`src/hdl/tts_pkg.sv`:
```
// Shared constants, register indexes and types of the text screen writer.
`timescale 1ns / 1ps

package tts_pkg;

    localparam int COLS_MAX_DEF  = 128;
    localparam int LINES_MAX_DEF = 64;
    localparam int TAB_STOP_DEF  = 8;

    localparam int CFG_AW = 3;
    localparam int CFG_DW = 8;

    localparam logic [CFG_AW-1:0] REG_MAX_COLS    = 3'd0;
    localparam logic [CFG_AW-1:0] REG_MAX_LINES   = 3'd1;
    localparam logic [CFG_AW-1:0] REG_LF_ON_CR    = 3'd2;
    localparam logic [CFG_AW-1:0] REG_CR_ON_LF    = 3'd3;
    localparam logic [CFG_AW-1:0] REG_WRAP_ENABLE = 3'd4;
    localparam logic [CFG_AW-1:0] REG_CHAR_MASK   = 3'd5;

    localparam logic [7:0] RST_MAX_COLS  = 8'd80;
    localparam logic [6:0] RST_MAX_LINES = 7'd25;
    localparam logic [7:0] RST_CHAR_MASK = 8'hFF;

    localparam logic [7:0] CH_NUL = 8'h00;
    localparam logic [7:0] CH_BEL = 8'h07;
    localparam logic [7:0] CH_BS  = 8'h08;
    localparam logic [7:0] CH_HT  = 8'h09;
    localparam logic [7:0] CH_LF  = 8'h0A;
    localparam logic [7:0] CH_CR  = 8'h0D;
    localparam logic [7:0] CH_SP  = 8'h20;

    typedef struct packed {
        logic [7:0] max_cols;
        logic [6:0] max_lines;
        logic       lf_on_cr;
        logic       cr_on_lf;
        logic       wrap_enable;
        logic [7:0] char_mask;
    } t_cfg;

endpackage

```
`src/hdl/tts_ifs.sv`:
```


interface tts_cfg_if;
    logic       valid;
    logic       ready;
    logic [2:0] addr;
    logic [7:0] data;

    modport source (output valid, addr, data, input ready);
    modport sink   (input valid, addr, data, output ready);
endinterface

```
`src/hdl/tts_cfg_regs.sv`:
```
// Configuration register file of the text screen writer.
`timescale 1ns / 1ps

module tts_cfg_regs
    import tts_pkg::*;
(
    input  logic      i_clk,
    input  logic      i_rst_n,
    tts_cfg_if.sink   i_cfg,
    output t_cfg      o_cfg
);

    t_cfg r_cfg;

    assign i_cfg.ready = 1'b1;
    assign o_cfg       = r_cfg;

    always_ff @(posedge i_clk) begin
        if (!i_rst_n) begin
            r_cfg.max_cols    <= RST_MAX_COLS;
            r_cfg.max_lines   <= RST_MAX_LINES;
            r_cfg.lf_on_cr    <= 1'b0;
            r_cfg.cr_on_lf    <= 1'b0;
            r_cfg.wrap_enable <= 1'b1;
            r_cfg.char_mask   <= RST_CHAR_MASK;
        end else if (i_cfg.valid) begin
            unique case (i_cfg.addr)
                REG_MAX_COLS:    r_cfg.max_cols    <= i_cfg.data;
                REG_MAX_LINES:   r_cfg.max_lines   <= i_cfg.data[6:0];
                REG_LF_ON_CR:    r_cfg.lf_on_cr    <= i_cfg.data[0];
                REG_CR_ON_LF:    r_cfg.cr_on_lf    <= i_cfg.data[0];
                REG_WRAP_ENABLE: r_cfg.wrap_enable <= i_cfg.data[0];
                REG_CHAR_MASK:   r_cfg.char_mask   <= i_cfg.data;
                default: ;
            endcase
        end
    end

endmodule

```
`src/flat_wrapper.sv`:
```
// flat-port wrapper written by rule: the top's interface ports become plain ports
module tts_cfg_regs_flat import tts_pkg::*;
  (i_clk, i_rst_n, o_cfg, i_cfg_valid, i_cfg_addr, i_cfg_data, i_cfg_ready);
  tts_cfg_if i_cfg_i ();
  input  logic i_clk;
  input  logic i_rst_n;
  output t_cfg o_cfg;
  input wire logic [$bits(i_cfg_i.valid)-1:0] i_cfg_valid;
  input wire logic [$bits(i_cfg_i.addr)-1:0] i_cfg_addr;
  input wire logic [$bits(i_cfg_i.data)-1:0] i_cfg_data;
  output wire logic [$bits(i_cfg_i.ready)-1:0] i_cfg_ready;
  assign i_cfg_i.valid = i_cfg_valid;
  assign i_cfg_i.addr = i_cfg_addr;
  assign i_cfg_i.data = i_cfg_data;
  assign i_cfg_ready = i_cfg_i.ready;
  tts_cfg_regs u_core (.i_clk(i_clk), .i_rst_n(i_rst_n), .i_cfg(i_cfg_i), .o_cfg(o_cfg));
endmodule
```
`config.mk`:
```
export PLATFORM = sky130hd
export DESIGN_NAME = tts_cfg_regs_flat
export DESIGN_NICKNAME = d
export VERILOG_FILES = /design/src/hdl/tts_pkg.sv /design/src/hdl/tts_ifs.sv /design/src/hdl/tts_cfg_regs.sv /design/src/flat_wrapper.sv
export SDC_FILE = /design/constraint.sdc
export NUM_CORES = 1
export LEC_CHECK = 0
export BUFFER_PORTS_ARGS = -buffer_cell sky130_fd_sc_hd__clkbuf_2
export CAP_MARGIN = 20
export CORE_ASPECT_RATIO = 0.8
export CORE_MARGIN = 1
export CORE_UTILIZATION = 51
export DETAILED_ROUTE_END_ITERATION = 8
export MAX_ROUTING_LAYER = met4
export PLACE_DENSITY = 0.82
export SLEW_MARGIN = 20
export SYNTH_ARGS = -nofsm -noshare
export SYNTH_HDL_FRONTEND = slang
export SYNTH_SLANG_ARGS = --single-unit
```
`constraint.sdc`:
```
create_clock -name i_clk -period 2.4 [get_ports i_clk]
set_input_delay 0.24 -clock i_clk [delete_from_list [all_inputs] [get_ports i_clk]]
set_output_delay 0.24 -clock i_clk [all_outputs]
set_load 0.05 [all_outputs]
```
==> metrics.txt, run 1 <==
syn nets=123; Max Root-Sink Buffers=2; clk root buf=clkbuf_4; Num CTS Buffers=3; reg-to-reg critical path endpoint=u_core.o_cfg[8]; MaxCap Viol Count=0; minimum hold slack=approximately 0.15 ns; Tmin final=1.24 ns; clock sink count=26; H-tree Lvls=1; hold path startpoint=i_cfg_data[7]; Syn Area/Cell=around 10 sq um; PwrDens=between 500 and 600 nW/um^2; top cell family by delay on the critical path=flip-flops; grt met3 use=under 10%; GRT met1 Usage=approximately a quarter; drt wl/cell=between 10 and 15 microns; Post-CTS Resized=0; register bit total from synthesis=26; Distinct cells, synth=14; CP Capture Type=output port; Ys Warns=0; Worst slew margin=60.4%; max reg flops=26; Worst Path Buf+Inv=1; fin nets=161; hold depth=3; clk_skew=0 ns; clock slew seen by the registers of the worst setup and hold paths=about 0.13 ns; Slew Limit Fails=0; Final setup viols=0; Post-CTS Setup Bufs=0; Worst setup SP type=flop; Stages on worst setup path=1; starting DRC count in detailed routing=5; worst min path class=in -> reg; worst-path cell chain=clkbuf_2; Post-Synthesis Cells=109; Core ar.=1980 sq um; sequential-to-total area share from yosys stat=46.1%; DRT Wirelength=2070 microns; Layout area overhead=18.5%; ANT nets after route=0; number of remaining DRC errors=0; IO buf count=39; count of final hold-check violations=0; Crit Path Class=reg -> out; CP Max Fanout=2; status=completed; total I/O pin count=41; Post-CTS Hold Buffers=0; first-pass GRT wire length=between 3000 and 4000 microns; share of cells above drive strength 1=approximately 33%; worst path required time=about 2.2 ns; Worst Reg-to-Reg Cells=2; num rows=14; Crit path arrival time=1.00 ns; DR vias=approximately 840; Mapped Area=between 1000 and 1500 sq um; Ant. Diodes=0; Hold Path Sink=u_core.o_cfg[25]; Via density=4.98; gpl congestion=0.734; total track usage=between 10% and 20%; P_leak=0.000565 uW; Layout fillers=approximately 180; die area=around 2400 sq um; gr busiest metal=met2; Fmax=around 800 MHz; Setup TNS Final=0 ns; largest net degree at the start of global routing=42; global routing usage on met2=28.2%; critical path's largest stage delay=between 0.3 and 0.4 ns; initial antenna violation count=0; final HPWL from detailed placement=approximately 1600 microns; TritonRoute pass-1 iters=4; flop2flop setup slack=around 1.7 ns; RSZ-0062 raised after global routing=false; GRT overflow=0; clk_lat worst skew=around 0.32 ns; Die Wd=between 50 and 60 microns; RR Startpoint=u_core.o_cfg[8]; Die Y=44.1 microns; Initial Util=between 50% and 60%; vias in the first global route=733; Final period util=between 50% and 60%; Tightest Pin Transition=about 0.59 ns; slowest CP cell=dfxtp_1; CTS tree=done; VDD IR max=0.000513 V
synth_stat cells:
master,count,area [sq um]
conb_1,1,3.75
and4b_2,1,11.3
nand4b_1,2,17.5
mux2i_1,26,260
nor2b_1,22,138
and4bb_2,2,25.0
dfxtp_1,26,521
nor4b_2,1,15.0
buf_2,1,5.00
nand2_1,19,71.3
buf_4,2,15.0
and4bb_1,1,12.5
clkbuf_1,3,11.3
buf_6,2,22.5
kinds of logic after synthesis:
| kind of cell | after synthesis | share of synthesized area, % |
|---|---|---|
| buffers and inverters | 8 | 4.77 |
| DFF | 26 | 46.1 |
| muxes | 26 | 23.1 |
| other | 1 | 0.332 |
| and+or+nand+nor | 48 | 25.7 |
worst max path at each step:
stage	start	endpoint	slack [ns]
global route	u_core.o_cfg[0]	o_cfg[0]	1.13
floorplan	i_cfg_addr[2]	u_core.o_cfg[18]	1.47
global placement	i_cfg_addr[1]	u_core.o_cfg[17]	1.15
finish	u_core.o_cfg[0]	o_cfg[0]	1.16
CTS	u_core.o_cfg[0]	o_cfg[0]	1.16
detailed placement	i_cfg_addr[1]	u_core.o_cfg[14]	1.13
per-stage QoR:
| step | total power (uW) | utilization (%) | cell area, sq um | cells | setup slack (ns) |
|---|---|---|---|---|---|
| 2_1_floorplan | 534 | - | 1130 | 109 | 1.47 |
| 3_3_place_gp | 560 | 66.4 | 1320 | 166 | 1.15 |
| 3_5_place_dp | 563 | 66.4 | 1320 | 166 | 1.13 |
| 4_1_cts | 739 | 67.6 | 1340 | 169 | 1.16 |
| 5_1_grt | 762 | 67.6 | 1340 | 169 | 1.13 |
| 6_report | 734 | 67.6 | 1340 | 169 | 1.16 |
area by class of cell:
type                            instances  area [sq um]  area share, %
Multi-Input combinational cell         75           554           41.4
Sequential cell                        26           520           38.9
Clock buffer                            3          22.5           1.68
Tap cell                               24          30.0           2.25
Timing Repair Buffer                   41           210           15.7
routing by layer:
layer | up-vias | share of wire [%]
li1 | 439 | -
met1 | 370 | 49
met2 | 25 | 43
met3 | 7 | 5.5
met4 | 0 | 2.6
met5 | - | 0
report_power, final:
part           leakage, uW  internal (uW)  switching (uW)
clock            0.0000138           58.9             122
sequential        0.000211            441            5.06
combinational     0.000340           35.3            71.4
total             0.000565            535             198
cell usage in the layout, fill, tap and decap left out:
master / Yosys / final
and4bb_1: 1 / 1
nand4b_1: 2 / 2
nor4b_2: 1 / 1
buf_4: 2 / 2
dfxtp_1: 26 / 26
clkbuf_4: 0 / 3
nand2_1: 19 / 19
conb_1: 1 / 1
and4b_2: 1 / 1
and4bb_2: 2 / 2
clkbuf_2: 0 / 39
mux2i_1: 26 / 26
nor2b_1: 22 / 22
(Power assumes the default switching activity.)
==> inputs of run 2 (changes only) <==
--- a/config.mk
+++ b/config.mk
@@ -9,10 +9,10 @@
 export CAP_MARGIN = 20
 export CORE_ASPECT_RATIO = 0.8
 export CORE_MARGIN = 1
-export CORE_UTILIZATION = 51
+export CORE_UTILIZATION = 48
 export DETAILED_ROUTE_END_ITERATION = 8
 export MAX_ROUTING_LAYER = met4
-export PLACE_DENSITY = 0.82
+export PLACE_DENSITY = 0.78
 export SLEW_MARGIN = 20
 export SYNTH_ARGS = -nofsm -noshare
 export SYNTH_HDL_FRONTEND = slang
==> constraint.sdc (replaced) <==
create_clock -name i_clk -period 1.15 [get_ports i_clk]
set_input_delay 0.115 -clock i_clk [delete_from_list [all_inputs] [get_ports i_clk]]
set_output_delay 0.115 -clock i_clk [all_outputs]
set_load 0.05 [all_outputs]
==> run 2 against run 1 <==
Net effect:
- sequential share of layout area is 1.8 points lower
- via count up 0.71%
- clock skew unchanged
- core utilization down 3.8 points
- worst hold slack worse by 0.13 ns
- global-route usage is 0.89 points lower
- die area grew 6.0%
- sequential cell count unchanged
- largest cell class unchanged
==> metrics.txt, run 2 (synthesized netlist as in run 1, its figures left out) <==
slowest CP cell=dfxtp_1; Worst Reg-to-Reg Cells=2; CP startpoint=u_core.o_cfg[20]; ANT nets after route=0; clk_lat worst skew=about 0.32 ns; number of remaining DRC errors=0; vias in the first global route=between 700 and 800; CTS tree=done; RR Startpoint=u_core.o_cfg[7]; Worst Path Buf+Inv=1; Initial Util=roughly half; most frequent cells in the layout=37 x clkbuf_2, 26 x mux2i_1, 26 x dfxtp_1, 22 x nor2b_1, 19 x nand2_1; Post-CTS Setup Bufs=0; worst path required time=1.03 ns; Die Wd=about 56 microns; final HPWL from detailed placement=between 1500 and 2000 microns; Post-CTS Resized=0; Ant. Diodes=0; fin nets=around 160; Max Root-Sink Buffers=2; Setup TNS Final=0 ns; minimum hold slack=between 0.015 and 0.02 ns; Final period util=a little over nine tenths; Core ar.=2200 sq um; Crit path arrival time=1.00 ns; die area=2550 sq um; DRT Wirelength=approximately 2200 microns; top cell family by delay on the critical path=flip-flops; hold depth=3; MaxCap Viol Count=0; clock slew seen by the registers of the worst setup and hold paths=roughly 0.15 ns; GRT overflow=0; Tmin final=between 1 and 1.5 ns; Via density=4.92; clk root buf=clkbuf_4; clock sink count=26; critical path's largest stage delay=between 0.3 and 0.4 ns; Crit Path Class=reg -> out; Fmax=between 800 and 900 MHz; worst-path cell chain=clkbuf_2; max reg flops=26; clk_skew=0 ns; Die Y=approximately 45 microns; gpl congestion=roughly 0.71; RSZ-0062 raised after global routing=false; H-tree Lvls=1; count of final hold-check violations=0; Num CTS Buffers=3; Cells after DPL=roughly 170; IO buf count=39; Post-CTS Hold Buffers=0; initial antenna violation count=0; CP Max Fanout=2; drt wl/cell=12.8 microns; starting DRC count in detailed routing=7; VDD IR max=0.00130 V; Final setup viols=0; P_leak=0.000593 uW; PwrDens=1280 nW/um^2; first-pass GRT wire length=about 3500 microns; commonest non-fill, non-tap cell in the layout=clkbuf_2; Slew Limit Fails=0; non-filler cells, final=between 150 and 200; worst min path class=in -> reg; largest net degree at the start of global routing=24; total I/O pin count=41; share of cells above drive strength 1=roughly a third; Worst setup SP type=flop; CP Capture Type=output port; DR vias=~850; Stages on worst setup path=1; status=completed; total track usage=19.0%; num rows=15; Layout area overhead=24.2%; TritonRoute pass-1 iters=2; hold path startpoint=i_cfg_data[7]
[run 2: worst paths after layout]
path | endpoint | slack [ns]
setup / recovery | o_cfg[20] | 0.04
hold / removal | u_core.o_cfg[25] | 0.02
setup reg to reg | u_core.o_cfg[7] | 0.49
hold reg to reg | u_core.o_cfg[16] | 0.47
[run 2: through the flow]
step / utilization, % / total power (uW) / area [sq um] / setup WS (ns)
2_1_floorplan: - / 1120 / 1130 / 0.265
3_3_place_gp: 61.4 / 1180 / 1350 / 0.168
3_5_place_dp: 61.4 / 1190 / 1350 / 0.127
4_1_cts: 63.8 / 1810 / 1400 / 0.0278
5_1_grt: 63.8 / 1860 / 1400 / 0.000254
6_report: 63.8 / 1800 / 1400 / 0.0354
[run 2: layout make-up]
cell class                 count  area, sq um
sequential                    26          520
fill                         192          795
clock inverter                 1         30.0
clock buffer                   3         22.5
timing repair buffer          42          243
multi-input combinational     75          554
tap                           25         31.3
[run 2: metal layers]
metal | GRT usage, % | up-vias | part of all wire [%]
li1 | - | 437 | -
met1 | 24.7 | 385 | 47
met2 | 29.8 | 25 | 47
met3 | 5.68 | 0 | 5.6
met4 | 4.39 | 0 | 0
met5 | - | - | 0
[run 2: report_power, final]
| part | switching [uW] | internal [uW] | leakage (uW) | total [uW] |
|---|---|---|---|---|
| registers | 10.8 | 921 | 0.000211 | 932 |
| logic | 152 | 82.4 | 0.000354 | 235 |
| clock network | 276 | 353 | 0.0000279 | 628 |
==> inputs of run 3 (changes only) <==
--- a/config.mk
+++ b/config.mk
@@ -5,14 +5,15 @@
 export SDC_FILE = /design/constraint.sdc
 export NUM_CORES = 1
 export LEC_CHECK = 0
+export ABC_AREA = 1
 export BUFFER_PORTS_ARGS = -buffer_cell sky130_fd_sc_hd__clkbuf_2
 export CAP_MARGIN = 20
 export CORE_ASPECT_RATIO = 0.8
 export CORE_MARGIN = 1
-export CORE_UTILIZATION = 48
+export CORE_UTILIZATION = 47
 export DETAILED_ROUTE_END_ITERATION = 8
 export MAX_ROUTING_LAYER = met4
-export PLACE_DENSITY = 0.78
+export PLACE_DENSITY = 0.77
 export SLEW_MARGIN = 20
 export SYNTH_ARGS = -nofsm -noshare
 export SYNTH_HDL_FRONTEND = slang
==> run 3 against run 2 <==
Net effect:
- non-clock buffer count decreased by 3
- via count grew 27%
- combinational power rose by 36%
- clock power grew 0.8%
- global-route usage is 3.4 points higher
- final area down 4.6%
- sequential share of layout area up 1.8 points
- highest routed layer is now met4
==> metrics.txt, run 3 <==
status=completed; vias in the first global route=around 960; Num CTS Buffers=3; Mapped Area=roughly 1100 sq um; Crit path arrival time=approximately 0.99 ns; total track usage=between 20% and 30%; Final setup viols=0; count of final hold-check violations=0; Core ar.=2180 sq um; Final period util=96.0%; starting DRC count in detailed routing=60; post-synth top area cell=dfxtp_1; Synth top area share=47.8%; clk_lat worst skew=0.32 ns; Async SR Flop Fraction=0%; DRT Wirelength=between 2000 and 2500 microns; initial antenna violation count=0; Max Root-Sink Buffers=2; sequential-to-total area share from yosys stat=between 40 and 50%; CTS tree=done; post-route cell area=1340 sq um; share of cells above drive strength 1=~29%; clock sink count=26; Setup TNS Final=0 ns; Post-CTS Setup Bufs=0; syn nets=164; number of remaining DRC errors=0; worst min path class=in -> reg; commonest non-fill, non-tap cell in the layout=nand2_1; Syn Area/Cell=7.27 sq um; die area=roughly 2500 sq um; final HPWL from detailed placement=about 1900 microns; clk root buf=clkbuf_4; Ant. Diodes=0; CP Capture Type=output port; total I/O pin count=41; Tmin final=~1.1 ns; first-pass GRT wire length=about 4100 microns; fin nets=203; slowest CP cell=dfxtp_1; H-tree Lvls=1; Post-Synthesis Cells=150; Ys Warns=0; critical path's largest stage delay=0.38 ns; worst path required time=1.03 ns; PwrDens=roughly 1400 nW/um^2; gpl congestion=about 0.79; Distinct cells, synth=17; Worst Path Buf+Inv=1; Via density=approximately 5; ys flop type=dfxtp_1; Slew Limit Fails=0; Fmax=between 900 and 1000 MHz; GRT overflow=0; worst-path cell chain=clkbuf_2; Crit Path Class=reg -> out; top cell family by delay on the critical path=flip-flops; Area contributors post-synth=dfxtp_1 48%, nand2_1 15%, nand3_1 12%, nor2_1 7.9%, nor2_4 5.2%; Post-synth top cells=43 x nand2_1, 27 x nand3_1, 26 x dfxtp_1; Worst setup SP type=flop; EDFF count, synth=0; ANT nets after route=0; top-count cell post-synth=nand2_1; TritonRoute pass-1 iters=4; most frequent cells in the layout=43 x nand2_1, 35 x clkbuf_2, 27 x nand3_1, 26 x dfxtp_1, 23 x nor2_1; Die Wd=~56 microns; Post-CTS Resized=0; Initial Util=between 50% and 60%; Layout area overhead=22.6%; Post-CTS Hold Buffers=0; P_leak=roughly 0.0007 uW; register bit total from synthesis=26; dpl cell area=approximately 1300 sq um; RSZ-0062 raised after global routing=false; drt wl/cell=roughly 11 microns; largest net degree at the start of global routing=27; num rows=15; DR vias=between 1000 and 1500; VDD IR max=roughly 0.0011 V; IO buf count=39; CP Max Fanout=2; clock slew seen by the registers of the worst setup and hold paths=0.14 ns; max reg flops=26; clk_skew=0 ns; MaxCap Viol Count=0; Die Y=roughly 45 microns
==> run 3: cell types whose count changed in the layout (fill, tap and decap cells not counted), sizes merged, moves of 2 or more <==
cell    change
a21oi       +2
mux2i      -26
nor2b      -22
nand3      +27
and4bb      -3
clkbuf      -2
inv        +13
nand2      +27
nor2       +29
nand4b      -2
==> run 3: cell families after synthesis <==
group                  Yosys count  synth area share [%]
other                            1                 0.344
buffers and inverters           18                  7.46
AND/OR/NAND/NOR                102                  43.1
flip-flops                      26                  47.8
AO/OA/AOI/OAI                    3                  1.38
==> run 3: through the flow <==
stage / total power [uW] / utilization (%) / instances / hold slack, ns / setup WS (ns)
3_3_place_gp: 1280 / 59.0 / 209 / 0.346 / 0.237
5_1_grt: 1990 / 61.4 / 213 / 0.00710 / 0.00170
6_report: 1900 / 61.4 / 213 / 0.0116 / 0.0456
4_1_cts: 1920 / 61.4 / 213 / 0.00416 / 0.0323
3_5_place_dp: 1290 / 59.0 / 209 / 0.355 / 0.173
2_1_floorplan: 1210 / - / 150 / 0.228 / 0.248
==> run 3: final timing paths <==
check                           slack [ns]        startpoint          endpoint  depth (start not counted)
worst max-delay path                  0.05  u_core.o_cfg[14]         o_cfg[14]                          1
worst min-delay path                  0.01     i_cfg_data[1]   u_core.o_cfg[1]                          3
worst max register to register        0.49  u_core.o_cfg[14]  u_core.o_cfg[14]                          2
worst min register to register        0.47   u_core.o_cfg[4]   u_core.o_cfg[4]                          2
==> run 3: cell type report <==
class	instances	area [sq um]
Inverter	13	48.8
Timing Repair Buffer	39	195
Clock buffer	3	22.5
Multi-Input combinational cell	106	488
Tap cell	25	31.3
Clock inverter	1	30.0
Sequential cell	26	520
Fill cell	215	841
==> run 3: routing by layer <==
layer / vias to the layer above / share of wire, % / global-route usage [%]
met4: 0 / 1.5 / 8.29
met2: 49 / 48 / 36.9
met3: 4 / 8.7 / 7.45
met1: 478 / 42 / 26.3
met5: - / 0 / -
li1: 541 / - / -
==> run 3: where the power goes <==
| group | internal (uW) | switching (uW) |
|---|---|---|
| registers | 933 | 16.2 |
| logic | 77.4 | 243 |
| clock network | 353 | 281 |
