File: config.mk
export PLATFORM = sky130hd
export DESIGN_NAME = tts_ctrl_flat
export DESIGN_NICKNAME = d
export VERILOG_FILES = /design/src/hdl/tts_pkg.sv /design/src/hdl/tts_ifs.sv /design/src/hdl/tts_ctrl.sv /design/src/flat_wrapper.sv
export SDC_FILE = /design/constraint.sdc
export NUM_CORES = 1
export LEC_CHECK = 0
export BUFFER_PORTS_ARGS = -buffer_cell sky130_fd_sc_hd__buf_2
export CORE_ASPECT_RATIO = 0.9
export CORE_MARGIN = 1
export CORE_UTILIZATION = 50
export DETAILED_ROUTE_END_ITERATION = 8
export PLACE_DENSITY = 0.75
export RECOVER_POWER = 25
export SETUP_SLACK_MARGIN = 0.1
export SYNTH_ARGS = -nofsm -noshare
export SYNTH_HDL_FRONTEND = slang
export SYNTH_SLANG_ARGS = --single-unit
File: constraint.sdc
create_clock -name i_clk -period 8.2 [get_ports i_clk]
set_clock_uncertainty 0.05 [all_clocks]
set_input_delay 2.46 -clock i_clk [delete_from_list [all_inputs] [get_ports i_clk]]
set_output_delay 2.46 -clock i_clk [all_outputs]
set_load 0.005 [all_outputs]
File: src/hdl/tts_pkg.sv
// Shared constants, register indexes and types of the text screen writer.
`timescale 1ns / 1ps

package tts_pkg;

    localparam int COLS_MAX_DEF  = 128;
    localparam int LINES_MAX_DEF = 64;
    localparam int TAB_STOP_DEF  = 8;

    localparam int CFG_AW = 3;
    localparam int CFG_DW = 8;

    localparam logic [CFG_AW-1:0] REG_MAX_COLS    = 3'd0;
    localparam logic [CFG_AW-1:0] REG_MAX_LINES   = 3'd1;
    localparam logic [CFG_AW-1:0] REG_LF_ON_CR    = 3'd2;
    localparam logic [CFG_AW-1:0] REG_CR_ON_LF    = 3'd3;
    localparam logic [CFG_AW-1:0] REG_WRAP_ENABLE = 3'd4;
    localparam logic [CFG_AW-1:0] REG_CHAR_MASK   = 3'd5;

    localparam logic [7:0] RST_MAX_COLS  = 8'd80;
    localparam logic [6:0] RST_MAX_LINES = 7'd25;
    localparam logic [7:0] RST_CHAR_MASK = 8'hFF;

    localparam logic [7:0] CH_NUL = 8'h00;
    localparam logic [7:0] CH_BEL = 8'h07;
    localparam logic [7:0] CH_BS  = 8'h08;
    localparam logic [7:0] CH_HT  = 8'h09;
    localparam logic [7:0] CH_LF  = 8'h0A;
    localparam logic [7:0] CH_CR  = 8'h0D;
    localparam logic [7:0] CH_SP  = 8'h20;

    typedef struct packed {
        logic [7:0] max_cols;
        logic [6:0] max_lines;
        logic       lf_on_cr;
        logic       cr_on_lf;
        logic       wrap_enable;
        logic [7:0] char_mask;
    } t_cfg;

endpackage

File: src/hdl/tts_ifs.sv
// Valid/ready channel interfaces for items, results and register writes.
`timescale 1ns / 1ps

interface tts_in_if;
    logic       valid;
    logic       ready;
    logic       cmd;
    logic [7:0] char_in;
    logic [5:0] read_row;
    logic [6:0] read_col;

    modport source (output valid, cmd, char_in, read_row, read_col, input ready);
    modport sink   (input valid, cmd, char_in, read_row, read_col, output ready);
endinterface

interface tts_out_if;
    logic       valid;
    logic       ready;
    logic [7:0] cell_data;
    logic [7:0] cursor_col;
    logic [5:0] current_row;
    logic       bell;
    logic       scrolled;

    modport source (output valid, cell_data, cursor_col, current_row, bell, scrolled,
                    input ready);
    modport sink   (input valid, cell_data, cursor_col, current_row, bell, scrolled,
                    output ready);
endinterface


File: src/hdl/tts_ctrl.sv
// Command sequencer: cursor, ring row, line clearing, tabs and the result register.
`timescale 1ns / 1ps

module tts_ctrl
    import tts_pkg::*;
#(
    parameter int COLS_MAX  = COLS_MAX_DEF,
    parameter int LINES_MAX = LINES_MAX_DEF,
    parameter int TAB_STOP  = TAB_STOP_DEF,
    parameter int CW        = $clog2(COLS_MAX),
    parameter int RW        = $clog2(LINES_MAX)
) (
    input  logic             i_clk,
    input  logic             i_rst_n,
    tts_in_if.sink           i_in,
    tts_out_if.source        o_out,
    input  t_cfg             i_cfg,
    input  logic             i_mem_busy,
    input  logic [7:0]       i_mem_rdata,
    output logic             o_mem_we,
    output logic [RW+CW-1:0] o_mem_waddr,
    output logic [7:0]       o_mem_wdata,
    output logic [RW+CW-1:0] o_mem_raddr
);

    localparam int CCW = $clog2(COLS_MAX + 1);
    localparam int LW  = $clog2(LINES_MAX + 1);
    localparam int PW  = $clog2(TAB_STOP);

    localparam logic [2:0] ST_IDLE  = 3'd0;
    localparam logic [2:0] ST_RD    = 3'd1;
    localparam logic [2:0] ST_LF    = 3'd2;
    localparam logic [2:0] ST_HT_RD = 3'd3;
    localparam logic [2:0] ST_HT_WR = 3'd4;
    localparam logic [2:0] ST_DONE  = 3'd5;

    logic [2:0]     r_state, n_state;
    logic [CCW-1:0] r_cursor, n_cursor;
    logic [PW-1:0]  r_phase, n_phase;
    logic [RW-1:0]  r_row, n_row;
    logic [CCW-1:0] r_idx, n_idx;
    logic [CCW-1:0] r_keep, n_keep;
    logic [7:0]     r_cell, n_cell;
    logic           r_bell, n_bell;
    logic           r_scr, n_scr;
    logic           r_rd_ok, n_rd_ok;
    logic           r_out_valid, n_out_valid;
    logic [7:0]     r_o_cell, n_o_cell;
    logic [7:0]     r_o_cursor, n_o_cursor;
    logic [5:0]     r_o_row, n_o_row;
    logic           r_o_bell, n_o_bell;
    logic           r_o_scr, n_o_scr;

    logic [CCW-1:0] cols;
    logic [LW-1:0]  lines;
    logic [7:0]     ch;
    logic           in_acc;
    logic           rd_in_range;
    logic [CCW-1:0] cur_inc;
    logic [CCW-1:0] idx_inc;
    logic [PW-1:0]  ph_inc;
    logic [PW-1:0]  ph_dec;
    logic [LW-1:0]  row_inc;
    logic [RW-1:0]  row_next;
    logic           ht_skip;
    logic [CCW-1:0] lf_cur;

    assign cols = (i_cfg.max_cols == 8'd0) ? CCW'(1)
                : (int'(i_cfg.max_cols) > COLS_MAX) ? CCW'(COLS_MAX)
                : CCW'(i_cfg.max_cols);
    assign lines = (i_cfg.max_lines == 7'd0) ? LW'(1)
                 : (int'(i_cfg.max_lines) > LINES_MAX) ? LW'(LINES_MAX)
                 : LW'(i_cfg.max_lines);

    assign ch          = i_in.char_in & i_cfg.char_mask;
    assign i_in.ready  = (r_state == ST_IDLE) && !i_mem_busy;
    assign in_acc      = i_in.valid && i_in.ready;
    assign rd_in_range = (int'(i_in.read_row) < LINES_MAX) && (int'(i_in.read_col) < COLS_MAX);

    assign cur_inc  = r_cursor + CCW'(1);
    assign idx_inc  = r_idx + CCW'(1);
    assign ph_inc   = (r_phase == PW'(TAB_STOP - 1)) ? '0 : r_phase + PW'(1);
    assign ph_dec   = (r_phase == '0) ? PW'(TAB_STOP - 1) : r_phase - PW'(1);
    assign row_inc  = LW'(r_row) + LW'(1);
    assign row_next = (row_inc >= lines) ? '0 : RW'(row_inc);
    assign ht_skip  = ({1'b0, r_cursor} + (CCW+1)'(1)) >= {1'b0, cols};
    assign lf_cur   = i_cfg.cr_on_lf ? '0 : r_cursor;

    assign o_mem_raddr = (r_state == ST_IDLE)
                       ? {RW'(i_in.read_row), CW'(i_in.read_col)}
                       : {r_row, r_cursor[CW-1:0]};

    assign o_out.valid       = r_out_valid;
    assign o_out.cell_data   = r_o_cell;
    assign o_out.cursor_col  = r_o_cursor;
    assign o_out.current_row = r_o_row;
    assign o_out.bell        = r_o_bell;
    assign o_out.scrolled    = r_o_scr;

    always_comb begin
        n_state     = r_state;
        n_cursor    = r_cursor;
        n_phase     = r_phase;
        n_row       = r_row;
        n_idx       = r_idx;
        n_keep      = r_keep;
        n_cell      = r_cell;
        n_bell      = r_bell;
        n_scr       = r_scr;
        n_rd_ok     = r_rd_ok;
        n_out_valid = r_out_valid && !o_out.ready;
        n_o_cell    = r_o_cell;
        n_o_cursor  = r_o_cursor;
        n_o_row     = r_o_row;
        n_o_bell    = r_o_bell;
        n_o_scr     = r_o_scr;
        o_mem_we    = 1'b0;
        o_mem_waddr = {r_row, r_cursor[CW-1:0]};
        o_mem_wdata = ch;

        unique case (r_state)
            ST_IDLE: begin
                if (in_acc) begin
                    n_cell = 8'd0;
                    n_bell = 1'b0;
                    n_scr  = 1'b0;
                    if (i_in.cmd) begin
                        n_rd_ok = rd_in_range;
                        n_state = ST_RD;
                    end else begin
                        n_state = ST_DONE;
                        if (ch >= CH_SP) begin
                            if (r_cursor < cols) begin
                                o_mem_we = 1'b1;
                                n_cursor = cur_inc;
                                n_phase  = ph_inc;
                                if (cur_inc >= cols && i_cfg.wrap_enable) begin
                                    n_cursor = '0;
                                    n_phase  = '0;
                                    n_keep   = '0;
                                    n_idx    = '0;
                                    n_row    = row_next;
                                    n_scr    = 1'b1;
                                    n_state  = ST_LF;
                                end
                            end
                        end else begin
                            unique case (ch)
                                CH_BEL: n_bell = 1'b1;
                                CH_HT: begin
                                    if (!ht_skip) begin
                                        n_state = ST_HT_RD;
                                    end
                                end
                                CH_CR: begin
                                    n_cursor = '0;
                                    n_phase  = '0;
                                    if (i_cfg.lf_on_cr) begin
                                        n_keep  = '0;
                                        n_idx   = '0;
                                        n_row   = row_next;
                                        n_scr   = 1'b1;
                                        n_state = ST_LF;
                                    end
                                end
                                CH_LF: begin
                                    if (i_cfg.cr_on_lf) begin
                                        n_cursor = '0;
                                        n_phase  = '0;
                                    end
                                    n_keep  = (lf_cur < cols) ? lf_cur : cols;
                                    n_idx   = '0;
                                    n_row   = row_next;
                                    n_scr   = 1'b1;
                                    n_state = ST_LF;
                                end
                                CH_BS: begin
                                    if (r_cursor != '0) begin
                                        n_cursor = r_cursor - CCW'(1);
                                        n_phase  = ph_dec;
                                    end
                                end
                                default: ;
                            endcase
                        end
                    end
                end
            end
            ST_RD: begin
                n_cell  = r_rd_ok ? i_mem_rdata : 8'd0;
                n_state = ST_DONE;
            end
            ST_LF: begin
                o_mem_we    = 1'b1;
                o_mem_waddr = {r_row, r_idx[CW-1:0]};
                o_mem_wdata = (r_idx < r_keep) ? CH_SP : CH_NUL;
                n_idx       = idx_inc;
                if (idx_inc >= cols) begin
                    n_state = ST_DONE;
                end
            end
            ST_HT_RD: begin
                n_state = ST_HT_WR;
            end
            ST_HT_WR: begin
                o_mem_we    = (i_mem_rdata == CH_NUL);
                o_mem_wdata = CH_SP;
                n_cursor    = cur_inc;
                n_phase     = ph_inc;
                if (ph_inc != '0 && ({1'b0, cur_inc} + (CCW+1)'(1)) < {1'b0, cols}) begin
                    n_state = ST_HT_RD;
                end else begin
                    n_state = ST_DONE;
                end
            end
            ST_DONE: begin
                if (!r_out_valid || o_out.ready) begin
                    n_out_valid = 1'b1;
                    n_o_cell    = r_cell;
                    n_o_cursor  = 8'(r_cursor);
                    n_o_row     = 6'(r_row);
                    n_o_bell    = r_bell;
                    n_o_scr     = r_scr;
                    n_state     = ST_IDLE;
                end
            end
            default: n_state = ST_IDLE;
        endcase
    end

    always_ff @(posedge i_clk) begin
        if (!i_rst_n) begin
            r_state     <= ST_IDLE;
            r_cursor    <= '0;
            r_phase     <= '0;
            r_row       <= '0;
            r_out_valid <= 1'b0;
        end else begin
            r_state     <= n_state;
            r_cursor    <= n_cursor;
            r_phase     <= n_phase;
            r_row       <= n_row;
            r_out_valid <= n_out_valid;
        end
    end

    always_ff @(posedge i_clk) begin
        r_idx      <= n_idx;
        r_keep     <= n_keep;
        r_cell     <= n_cell;
        r_bell     <= n_bell;
        r_scr      <= n_scr;
        r_rd_ok    <= n_rd_ok;
        r_o_cell   <= n_o_cell;
        r_o_cursor <= n_o_cursor;
        r_o_row    <= n_o_row;
        r_o_bell   <= n_o_bell;
        r_o_scr    <= n_o_scr;
    end

    // The clearing pass owns the memory; no item may write into it meanwhile.
    a_no_write_while_clearing: assert property (@(posedge i_clk) disable iff (!i_rst_n)
        o_mem_we |-> !i_mem_busy)
        else $error("cell write during clearing pass");

    a_lf_index_in_line: assert property (@(posedge i_clk) disable iff (!i_rst_n)
        (r_state == ST_LF) |-> (r_idx < cols))
        else $error("line clear index beyond line");

    a_tab_inside_line: assert property (@(posedge i_clk) disable iff (!i_rst_n)
        (r_state == ST_HT_WR) |-> (({1'b0, r_cursor} + (CCW+1)'(1)) < {1'b0, cols}))
        else $error("tab cursor reached last column");

    a_read_follows_accept: assert property (@(posedge i_clk) disable iff (!i_rst_n)
        (r_state == ST_RD) |-> ($past(r_state) == ST_IDLE && $past(in_acc)))
        else $error("read state without accepted item");

endmodule

File: src/flat_wrapper.sv
// flat-port wrapper written by rule: the top's interface ports become plain ports
module tts_ctrl_flat import tts_pkg::*;
#(
    parameter int COLS_MAX  = COLS_MAX_DEF,
    parameter int LINES_MAX = LINES_MAX_DEF,
    parameter int TAB_STOP  = TAB_STOP_DEF,
    parameter int CW        = $clog2(COLS_MAX),
    parameter int RW        = $clog2(LINES_MAX)
)
  (i_clk, i_rst_n, i_cfg, i_mem_busy, i_mem_rdata, o_mem_we, o_mem_waddr, o_mem_wdata, o_mem_raddr, i_in_valid, i_in_cmd, i_in_char_in, i_in_read_row, i_in_read_col, i_in_ready, o_out_valid, o_out_cell_data, o_out_cursor_col, o_out_current_row, o_out_bell, o_out_scrolled, o_out_ready);
  tts_in_if i_in_i ();
  tts_out_if o_out_i ();
  input  logic i_clk;
  input  logic i_rst_n;
  input  t_cfg i_cfg;
  input  logic i_mem_busy;
  input  logic [7:0] i_mem_rdata;
  output logic o_mem_we;
  output logic [RW+CW-1:0] o_mem_waddr;
  output logic [7:0] o_mem_wdata;
  output logic [RW+CW-1:0] o_mem_raddr;
  input wire logic [$bits(i_in_i.valid)-1:0] i_in_valid;
  input wire logic [$bits(i_in_i.cmd)-1:0] i_in_cmd;
  input wire logic [$bits(i_in_i.char_in)-1:0] i_in_char_in;
  input wire logic [$bits(i_in_i.read_row)-1:0] i_in_read_row;
  input wire logic [$bits(i_in_i.read_col)-1:0] i_in_read_col;
  output wire logic [$bits(i_in_i.ready)-1:0] i_in_ready;
  output wire logic [$bits(o_out_i.valid)-1:0] o_out_valid;
  output wire logic [$bits(o_out_i.cell_data)-1:0] o_out_cell_data;
  output wire logic [$bits(o_out_i.cursor_col)-1:0] o_out_cursor_col;
  output wire logic [$bits(o_out_i.current_row)-1:0] o_out_current_row;
  output wire logic [$bits(o_out_i.bell)-1:0] o_out_bell;
  output wire logic [$bits(o_out_i.scrolled)-1:0] o_out_scrolled;
  input wire logic [$bits(o_out_i.ready)-1:0] o_out_ready;
  assign i_in_i.valid = i_in_valid;
  assign i_in_i.cmd = i_in_cmd;
  assign i_in_i.char_in = i_in_char_in;
  assign i_in_i.read_row = i_in_read_row;
  assign i_in_i.read_col = i_in_read_col;
  assign i_in_ready = i_in_i.ready;
  assign o_out_valid = o_out_i.valid;
  assign o_out_cell_data = o_out_i.cell_data;
  assign o_out_cursor_col = o_out_i.cursor_col;
  assign o_out_current_row = o_out_i.current_row;
  assign o_out_bell = o_out_i.bell;
  assign o_out_scrolled = o_out_i.scrolled;
  assign o_out_i.ready = o_out_ready;
  tts_ctrl #(.COLS_MAX(COLS_MAX), .LINES_MAX(LINES_MAX), .TAB_STOP(TAB_STOP), .CW(CW), .RW(RW)) u_core (.i_clk(i_clk), .i_rst_n(i_rst_n), .i_in(i_in_i), .o_out(o_out_i), .i_cfg(i_cfg), .i_mem_busy(i_mem_busy), .i_mem_rdata(i_mem_rdata), .o_mem_we(o_mem_we), .o_mem_waddr(o_mem_waddr), .o_mem_wdata(o_mem_wdata), .o_mem_raddr(o_mem_raddr));
endmodule
==> metrics <==
Antenna Nets Post-Route 0; clock buffer depth 2; fmax 141.2 MHz; crit path buf inv count 2; Remaining DRCs 16; Synth cell types between 60 and 70; Resize count post-CTS 0; Die ar. between 0.01 and 0.015 mm2; Worst EP arrival 4.57 ns; Routed WL around 15 mm; Main synth FF type edfxtp_1; Clk pwr share about a third; Core Box Area 0.01033 mm2; Reg clk slew, reported paths roughly 0.060 ns; Iteration-0 DRC Markers about 410; fin crit period just over 7 ns; largest family of logic cells by synthesized area simple AND/OR/NAND/NOR gates; Area contributors post-synth edfxtp_1 28%, ha_1 15%, dfxtp_1 7.9%, nand2_1 6.6%, a21oi_1 3.7%; switch share 33.64%; final net count around 840; Num CTS Buffers 9; unrepaired setup endpoints after global routing false; most common cell after layout, fill and taps aside buf_2; fill count ~900; TritonCTS clock tree yes; Worst setup EP type primary output; synthesized area per cell 8.760 um2; yosys warns 0; Die Span Y 100.1 um; sequential area share after synthesis between 30% and 40%; post-synth top area cell edfxtp_1; first-pass iteration count of the detailed router 7; Overflow after GRT 0; NetSw a little over 400 uW; Post-Syn Area between 0.005 and 0.006 mm2; post-DP HPWL around 11 mm; Compound-Gate Fraction of Synth Area between 10% and 20%; worst-margin pin slew approximately 1.1 ns; Initial Util between 50% and 60%; DR WL/cell about 17 um; crit path kind primary input to primary output; synthesized instance count 610; Setup Viol. Count Final 0; Worst VDD drop 0.0001027 V; io pins between 100 and 150; Internal Dissipation 797.8 uW; Post-Synth XOR/XNOR Area under 10%; CTS Hold Bufs 0; CP Cell Sequence buf_2 -> nor4_1 -> a21oi_1 -> nor2_1 -> ha_1 -> nand2b_1 -> a21oi_1 -> o2111ai_1 -> nand3_1 -> o21ai_0 -> nand2_1 -> nand2_1 -> buf_2; Logic pwr share roughly 28%; Global Route Usage Sum 27.77%; number of synthesized register bits roughly 70; commonest cells after routing, fill and taps aside 117 x buf_2, 94 x nand2_1, 62 x ha_1; simple-gate share of the synthesized area around a quarter; share of synthesized cell area in full adder, half adder and majority cells 14.52%; cell row count 35; type of origin of the critical path primary input; Syn-to-layout area delta 18.36%; CP delay by family, top simple AND/OR/NAND/NOR gates; sum of negative setup slack 0 ns; largest stage delay on the critical path ~0.35 ns; max_cap viols 0; Via Count ~5000; Leakage 0.002823 uW; initial antenna violation count 0; Design Power between 1000 and 1500 uW; CTS Root Cell clkbuf_16; slowest CP cell o2111ai_1; P per Cell Area approximately 190 mW/mm2; Worst-Skew Late Latency 0.34 ns; Die W about 110 um; largest net degree at the start of global routing 21; vias per cell 5.968; layout cells sized above 1 ~22%; Max-Slew Margin vs Limit 26.05%; Clock Sinks slightly above 70; setup repair bufs after CTS 0; Post-synth EDFFs 50; Final Util between 60 and 70%; failing checks design-rule violations; first-pass GRT wire length about 24 mm; Net Count, Synth 733; vias in the first global route between 4000 and 5000; Final Hold Fails 0; Reg power frac between 30% and 40%; post-synthesis mux area share approximately 2.2%; Synth top area share 28.10%; Min-Delay Path Class flop to flop; final worst-path cycle share between 80% and 90%; Async SR Flop Fraction 0%; Port Buffers between 100 and 150; H-tree depth 3; peak fanout along the critical path 4; Ant. Diodes 0; required time of the critical path roughly 5.7 ns; Slew Limit Fails 0; outcome finished, violations left; Final Wtd Congestion 0.9296
-- worst paths after layout --
path	start	to	slack, ns	cells after the start
worst max-delay path	i_cfg[19]	o_mem_we	1.12	13
worst min-delay path	u_core.r_cell[5]	u_core.o_out.cell_data[5]	0.37	0
worst max register to register	u_core.r_cursor[2]	u_core.r_keep[0]	4.09	10
worst min register to register	u_core.r_cell[5]	u_core.o_out.cell_data[5]	0.37	0
-- synth_stat cells, types with 3 or more instances --
| cell | number |
|---|---|
| a211o_1 | 3 |
| a21oi_1 | 40 |
| a31oi_1 | 4 |
| or2_2 | 9 |
| nor3_1 | 15 |
| ha_1 | 62 |
| xnor2_1 | 15 |
| nand2_1 | 94 |
| o21ai_0 | 32 |
| xor2_1 | 8 |
| nand2b_1 | 9 |
| or4_1 | 3 |
| edfxtp_1 | 50 |
| nand3b_1 | 4 |
| o32ai_1 | 6 |
| nand4_1 | 6 |
| and3_1 | 9 |
| o211ai_1 | 4 |
| nor4_1 | 4 |
| a211oi_1 | 6 |
| nor2b_1 | 11 |
| mux2i_1 | 4 |
| clkbuf_1 | 21 |
| nor2_1 | 51 |
| o31ai_1 | 4 |
| nand3_1 | 19 |
| dfxtp_1 | 21 |
| mux2_2 | 7 |
| and2_1 | 10 |
| a21o_1 | 7 |
| nor3b_1 | 4 |
| or3_1 | 5 |
| inv_1 | 24 |
| o21a_1 | 5 |
-- kinds of logic (layout without fill, tap and decap cells) --
group           Yosys count  in the layout
compound gates          133            133
xor+xnor                 23             23
fa+ha+maj                62             62
buf+inv                  49            163
flops                    71             71
mux                      11             11
simple gates            261            261
-- flip-flops by register name, indices dropped and copies added (netlist names) --
| signal | cells |
|---|---|
| u_core.o_out.bell | 1 |
| u_core.r_idx | 8 |
| u_core.r_row | 6 |
| u_core.o_out.current_row | 6 |
| u_core.r_cell | 8 |
| u_core.r_scr | 1 |
| u_core.o_out.scrolled | 1 |
| u_core.o_out.valid | 1 |
| u_core.o_out.cursor_col | 8 |
| u_core.r_keep | 8 |
| u_core.o_out.cell_data | 8 |
| u_core.r_phase | 3 |
| u_core.r_bell | 1 |
| u_core.r_state | 3 |
| u_core.r_cursor | 8 |
-- power groups by stage --
stage / Combinational, uW / Sequential, uW / Clock (uW)
4_1_cts: 332 / 465 / 402
3_3_place_gp: 316 / 470 / 0
5_1_grt: 375 / 470 / 418
6_report: 336 / 465 / 401
2_1_floorplan: 213 / 456 / 0
3_5_place_dp: 329 / 473 / 0
-- metrics by stage --
step | instance area, um2 | setup slack (ns) | std cells | hold slack, ns
floorplan | 5344 | 1.704 | 610 | 0.3503
global route | 6325 | 0.9453 | 853 | 0.3756
detailed placement | 6027 | 1.152 | 837 | 0.3563
finish | 6325 | 1.117 | 853 | 0.3689
global placement | 6027 | 1.212 | 837 | 0.3561
CTS | 6332 | 1.126 | 853 | 0.3710
-- final cells by class --
| cell class | instances | area, um2 | share of cell area [%] |
|---|---|---|---|
| Multi-Input combinational cell | 490 | 3231 | 51.08 |
| Sequential cell | 71 | 1922 | 30.39 |
| Timing Repair Buffer | 123 | 615.6 | 9.733 |
| Clock buffer | 9 | 225.2 | 3.561 |
| Tap cell | 129 | 161.4 | 2.552 |
| Inverter | 24 | 90.09 | 1.424 |
| Clock inverter | 7 | 80.08 | 1.266 |
-- routing by layer --
layer	global-route usage, %	vias up	wire [um]
met5	0	-	0
met4	12.22	0	480
met3	4.106	48	1035
met2	45.09	247	6733
met1	37.17	2360	6626
li1	-	2436	-
-- worst register-to-register path, stage by stage, from the launching register on --
cell and delay, ns:
dfxtp_1 0.83, and4_1 0.40, nand2_1 0.12, xnor2_1 0.45, ha_1 0.22, nand2_1 0.07, nor3_1 0.29, a21o_1 0.18
a21oi_1 0.16, or2_2 0.41, nor2_1 0.57
No activity file was read; power rests on OpenSTA's default activity.
